### config.mk
export PLATFORM = sky130hd
export DESIGN_NAME = psu_predict
export DESIGN_NICKNAME = d
export VERILOG_FILES = /design/src/rtl/psu_pkg.sv /design/src/rtl/psu_predict.sv
export SDC_FILE = /design/constraint.sdc
export NUM_CORES = 1
export LEC_CHECK = 0
export BUFFER_PORTS_ARGS = -buffer_cell sky130_fd_sc_hd__buf_2
export CAP_MARGIN = 25
export CORE_MARGIN = 2
export CORE_UTILIZATION = 61
export DETAILED_ROUTE_END_ITERATION = 16
export GPL_TIMING_DRIVEN = 0
export PLACE_DENSITY = 0.85
export SETUP_SLACK_MARGIN = 0.1
export SLEW_MARGIN = 10
export SYNTH_ARGS = -nofsm -noshare
export SYNTH_HDL_FRONTEND = slang
export SYNTH_SLANG_ARGS = --single-unit
### constraint.sdc
create_clock -name vclk -period 12.06
set_input_delay 2.412 -clock vclk [all_inputs]
set_output_delay 2.412 -clock vclk [all_outputs]
set_load 0.02 [all_outputs]
### src/rtl/psu_pkg.sv
// Shared constants, types and filter codes for the PNG scanline unfilter.
// Used by psu_predict and png_scanline_unfilter; depends on nothing.
package psu_pkg;

	localparam int MAX_ROW_BYTES = 8192;
	localparam int MAX_BPP       = 4;
	localparam int COL_W         = $clog2(MAX_ROW_BYTES);
	localparam int ROWB_W        = COL_W + 1;
	localparam int BPP_IDX_W     = (MAX_BPP > 1) ? $clog2(MAX_BPP) : 1;
	localparam int WIN_W         = 8 * MAX_BPP;
	localparam int CFG_W         = 12;

	typedef logic [7:0]        byte_t;
	typedef logic [COL_W-1:0]  col_t;
	typedef logic [ROWB_W-1:0] rowb_t;

	localparam byte_t FILT_NONE  = 8'd0;
	localparam byte_t FILT_SUB   = 8'd1;
	localparam byte_t FILT_UP    = 8'd2;
	localparam byte_t FILT_AVG   = 8'd3;
	localparam byte_t FILT_PAETH = 8'd4;

	localparam logic REG_ROW_PIXELS = 1'b0;
	localparam logic REG_BPP        = 1'b1;

	// one word in the reconstruct stage
	typedef struct packed {
		logic  is_data;   // 0: filter-type word, clears the windows
		logic  first_row;
		logic  last;
		byte_t filter;
		byte_t x;
		col_t  col;
	} s1_t;

endpackage

### src/rtl/psu_predict.sv
// Filter reconstruction: None, Sub, Up, Average, Paeth, modulo 256.
// Depends on psu_pkg.
module psu_predict (
	input  psu_pkg::byte_t filter,
	input  psu_pkg::byte_t x,
	input  psu_pkg::byte_t a,
	input  psu_pkg::byte_t b,
	input  psu_pkg::byte_t c,
	output psu_pkg::byte_t r
);
	import psu_pkg::*;

	logic signed [10:0] pa_d, pb_d, pc_d;
	logic        [9:0]  pa, pb, pc;
	byte_t              paeth;
	logic        [8:0]  avg_sum;
	byte_t              pred;

	always_comb begin
		// pa = |b-c|, pb = |a-c|, pc = |a+b-2c|
		pa_d = $signed({3'b000, b}) - $signed({3'b000, c});
		pb_d = $signed({3'b000, a}) - $signed({3'b000, c});
		pc_d = pa_d + pb_d;
		pa = pa_d[10] ? 10'(-pa_d) : pa_d[9:0];
		pb = pb_d[10] ? 10'(-pb_d) : pb_d[9:0];
		pc = pc_d[10] ? 10'(-pc_d) : pc_d[9:0];
		if (pa <= pb && pa <= pc) begin
			paeth = a;
		end else if (pb <= pc) begin
			paeth = b;
		end else begin
			paeth = c;
		end
		avg_sum = {1'b0, a} + {1'b0, b};
	end

	always_comb begin
		unique case (filter)
			FILT_SUB:   pred = a;
			FILT_UP:    pred = b;
			FILT_AVG:   pred = avg_sum[8:1];
			FILT_PAETH: pred = paeth;
			default:    pred = 8'd0;
		endcase
	end

	assign r = x + pred;

endmodule

# Yosys cells after proc, flatten, opt, wreduce, memory -nomap -nowiden
# Cells that the tools add are included.
word_totals:
  out_inout_bits: 8
  romBits: 0
  ram_bits: 0
  n_memories: 0
  latchBits: 0
  regBits: 0
  word_cells: 22
op_classes:
  div: 0
  addsub: 8
  muxes: 6
  n_bitwise: 0
  n_eq_ne: 4
  reduce_logical: 1
  n_mul: 0
  magnitude_cmp: 3
  n_shift: 0
op_table:
  columns: ["operator", "count"]
  rows:
  - ["case mux 8 bit (4 select lines)", 1]
  - ["less-or-equal comparator 10 bit", 3]
  - ["two-way mux 10 bit", 3]
  - ["negation 9 -> 10 bit", 2]
  - ["subtractor 8 x 8 -> 9 bit", 2]
  - ["equality test 8 x 2 -> 1 bit (second input constant)", 2]
  - ["two-way mux 8 bit", 2]
  - ["adder 9 x 9 -> 10 bit", 1]
  - ["negation 10 bit", 1]
  - ["adder 8 x 8 -> 9 bit", 1]
  - ["adder 8 bit", 1]
  - ["equality test 8 x 1 -> 1 bit (second input constant)", 1]
  - ["equality test 8 x 3 -> 1 bit (second input constant)", 1]
  - ["logical AND 1 bit", 1]

# Longest topological paths before layout
depth:
  word_depth: 9
  ltp_mapped: 38
  depth_no_buf: 36

# Least setup slack after synthesis
# OpenSTA, ideal clock, no wires.
synth_timing:
  kind: "in2out"
  from: "input b[0]"
  to: "output r[7]"
  arrival_time_ns: 8.927
  cell_stages: 35
  setup_slack_ns: 0.721
  t_required_ns: 9.648
  path_cell_list: "inv_1 ha_1 inv_1 fa_1 xnor2_1 inv_1 ha_1 a21oi_1 o21ai_0 a21o_2 maj3_2 maj3_2 a21oi_4 xor2_2 a31oi_1 xor2_1 ha_1 nand4_1 nor2_1 a21oi_1 o211a_1 a31oi_2 mux2i_1 a21oi_1 a21o_1 ha_1 a21o_1 a21oi_1 o21bai_1 a21oi_1 nor2b_1 o21ai_0 nand2b_1 xnor2_1 xnor2_1"
synth_via:
  elab_chain_len: 9
  elab_cells_between_ends: 15
synth_lines:
  columns: ["element", "line", "text"]
  rows:
  - ["from (decl)", "psu_predict.sv:7", "input psu_pkg::byte_t b,"]
  - ["subtractor 8 x 8 -> 9 bit", "psu_predict.sv:21", "pa_d = $signed({3'b000, b}) - $signed({3'b000, c});"]
  - ["adder 9 x 9 -> 10 bit", "psu_predict.sv:23", "pc_d = pa_d + pb_d;"]
  - ["negation 10 bit", "psu_predict.sv:26", "pc = pc_d[10] ? 10'(-pc_d) : pc_d[9:0];"]
  - ["two-way mux 10 bit", "psu_predict.sv:26", null]
  - ["less-or-equal comparator 10 bit, on equally long branches", "psu_predict.sv:29, psu_predict.sv:27", null]
  - ["two-way mux 8 bit or logical AND 1 bit (tied branches)", "psu_predict.sv:29, psu_predict.sv:27", null]
  - ["two-way mux 8 bit", "psu_predict.sv:27", "if (pa <= pb && pa <= pc) begin"]
  - ["case mux 8 bit (4 select lines) (*)", "psu_predict.sv:38", "unique case (filter)"]
  - ["adder 8 bit (*)", "psu_predict.sv:47", "assign r = x + pred;"]
  - ["to (decl)", "psu_predict.sv:9", "output psu_pkg::byte_t r"]
# Every way passes the cells marked *; elsewhere a longest branch is shown, timed or not.

# Final worst setup path
layout_timing:
  from: "input a[0]"
  to: "output r[7]"
layout_via:
  elab_chain_len: 9
  elab_cells_between_ends: 15
layout_lines:
  columns: ["element", "line", "text"]
  rows:
  - ["from (decl)", "psu_predict.sv:6", "input psu_pkg::byte_t a,"]
  - ["subtractor 8 x 8 -> 9 bit", "psu_predict.sv:22", "pb_d = $signed({3'b000, a}) - $signed({3'b000, c});"]
  - ["adder 9 x 9 -> 10 bit", "psu_predict.sv:23", null]
  - ["negation 10 bit", "psu_predict.sv:26", null]
  - ["two-way mux 10 bit", "psu_predict.sv:26", null]
  - ["less-or-equal comparator 10 bit, on equally long branches", "psu_predict.sv:29, psu_predict.sv:27", null]
  - ["two-way mux 8 bit or logical AND 1 bit (tied branches)", "psu_predict.sv:29, psu_predict.sv:27", null]
  - ["two-way mux 8 bit", "psu_predict.sv:27", null]
  - ["case mux 8 bit (4 select lines) (*)", "psu_predict.sv:38", null]
  - ["adder 8 bit (*)", "psu_predict.sv:47", null]
# Marked as above.

==> impl_metrics.tcl <==
set metrics [dict create \
    status "complete, no violations" \
    ant_nets 0 \
    dp_slack_ns -0.469 \
    vias 3223 \
    finalCritPeriodShare_pct 95.7 \
    area_growth_pct 16.3 \
    synth_top_area_share_pct 27.0 \
    drc 0 \
    row_count 25 \
    crit_cells 37 \
    place_inst 529 \
    io_buffer_count 48 \
    die_height_um 75.4 \
    crit_fanout 4 \
    synth_compound_area_share_pct 26.3 \
    critPathBufInv 5 \
    use_met3_pct 0.926 \
    first_pass_iters 5 \
    final_cells 537 \
    diodes 0 \
    routedWlPerCell_um 15.8 \
    fp.coreArea_um2 4820 \
    tightest_slew_ns 0.790 \
    grt_max_degree 11 \
    setup_tns_ns 0 \
    grt.overflow.total 0 \
    synthAdderAreaFrac_pct 31.6 \
    cp.required_ns 9.65 \
    yosysWarnings 0 \
    synth.avg_cell_area_um2 7.54 \
    p_leak_nw 1.82 \
    boundaryPins 48 \
    synth_cells 412 \
    min_path_cells 3 \
    synthTopCellsByArea "ha_1 27%, xnor2_1 7.6%, xor2_1 5.9%" \
    startpoint_type "input pin" \
    netlist_area_um2 3110 \
    wirelength_um 8460 \
    slowest_delay_ns 0.45 \
    cp.arrival_ns 9.13 \
    max_freq_mhz 86.6 \
    rsz0062_at_grt "no" \
    drv_slew 0 \
    irDropWorstVdd_v 0.0000773 \
    hold_class "in2out" \
    die_w_um 75.4 \
    hold_path_startpoint "x[0]" \
    hpwl_um 7110 \
    post_drt_via_cell_ratio 6.00 \
    nFillCells 400 \
    clkbuf_count 0 \
    grt_pass1_vias 3110 \
    muxShareOfSynthArea_pct 4.71 \
    synth.most_common_cell "ha_1" \
    worst-setup-path-type "in2out" \
    crit_slowest_cell "fa_1" \
    crit_path_frequent_cell "ha_1" \
    drive_gt1_share_pct 21.9 \
    ys_seq_area_share_pct 0 \
    grt_pass1_wl_um 13900 \
    p_total_mw 0.500 \
    grt.busiest_layer "met2" \
    seq_cell_count 0 \
    finish.utilization_pct 75.0 \
    setup_slack_ns 0.515 \
    synthDistinctLibCells 60 \
    grtUsageTotal_pct 30.4 \
    synth_top_area_cell "ha_1" \
    timing.final.hold_violations 0 \
    maxCapViolCount 0 \
    period_minus_slack_ns 11.54 \
    detail_route.iter0.violations 225 \
    relSlewSlack_pct 46.6 \
    hold_end "r[0]" \
    dieArea_um2 5680 \
    cts_hold_buffers 0 \
    synthTopCellsByCount "67 x ha_1, 35 x inv_1, 33 x a21oi_1" \
    setup_viol 0 \
    antenna_found_initial 0 \
    nets 584 \
    cellPowerDensity_nw_per_um2 138 \
    synthSimpleGateAreaFrac_pct 17.6 \
    cp_top_family "compound AO/OA/AOI/OAI gates" \
    seq_area_um2 0 \
    start_util_pct 64.5 \
    place_congestion 0.923 \
    synthXorXnorAreaFrac_pct 14.6 \
    grt_use_met2_pct 56.6 \
    synth_top_family_by_area "adder cells" \
    grt_use_met1_pct 40.8 \
    end_kind "output pin" \
]
[layer usage]
layer / wire length, um / up-vias
li1: - / 1616
met1: 3740 / 1478
met2: 4260 / 120
met3: 409 / 9
met4: 52 / 0
met5: 0 / -
[stage by stage]
stage / hold WS, ns / instance area (um^2)
6_report: 5.17 / 3610
5_1_grt: 5.18 / 3610
4_1_cts: 5.17 / 3490
3_5_place_dp: 5.17 / 3440
3_3_place_gp: 5.17 / 3440
2_1_floorplan: 5.03 / 3110
[power breakdown]
group | switching, mW | leakage, nW | internal, mW | total, mW
sequential | 0 | 0 | 0 | 0
clock | 0 | 0 | 0 | 0
combinational | 0.282 | 1.82 | 0.218 | 0.500
total | 0.282 | 1.82 | 0.218 | 0.500
[how the worst max path moves through the flow]
stage               startpoint    to  slack, ns
floorplan                 b[0]  r[7]       0.72
finish                    a[0]  r[7]       0.52
global route              a[0]  r[7]       0.03
CTS                       c[1]  r[7]       0.12
global placement          a[0]  r[7]      -0.12
detailed placement        c[1]  r[7]      -0.47
[final cells by class]
class                           instances  area [um^2]  area share, %
Inverter                               35          131           3.64
Tap cell                               67         83.8           2.32
Multi-Input combinational cell        373         3070           85.0
Timing Repair Buffer                   56          300           8.31
Buffer                                  6         26.3          0.727
[cells by family (layout without fill, tap and decap cells)]
family | Yosys count | count (layout)
mux | 14 | 14
fa+ha+maj | 76 | 76
other cells | 2 | 4
simple gates | 106 | 106
buf+inv | 41 | 97
compound gates | 123 | 123
xor+xnor | 50 | 50
[timing repair]
action,in CTS,in global routing
gates resized for setup,6,20
buffers inserted,2,6
hold endpoints to repair,0,0
gates cloned,0,0
setup endpoints to repair,3,4
pin swaps,0,6
[placed cells by master (no fill, tap or decap), drive strengths merged, types with 2 or more instances in the layout]
cell	Yosys	routed
a21o	18	18
nor2b	14	14
fa	5	5
nand3b	2	2
and3	3	3
a22oi	5	5
nor4b	2	2
or3	3	3
o22ai	8	8
or2	4	4
o211ai	3	3
clkbuf	5	4
mux2i	9	9
o21ai	24	24
xor2	22	22
nand4	7	7
o31a	3	3
nand3	2	2
maj3	4	4
a21oi	34	34
buf	1	58
nor4	2	2
nor2	30	30
inv	35	35
nand2	24	24
o21bai	7	7
nor3	2	2
xnor2	28	28
and2	2	2
mux2	5	5
conb	2	4
a211oi	2	2
a31oi	4	4
o21a	5	5
nand2b	5	5
ha	67	67
(Power assumes the default switching activity.)
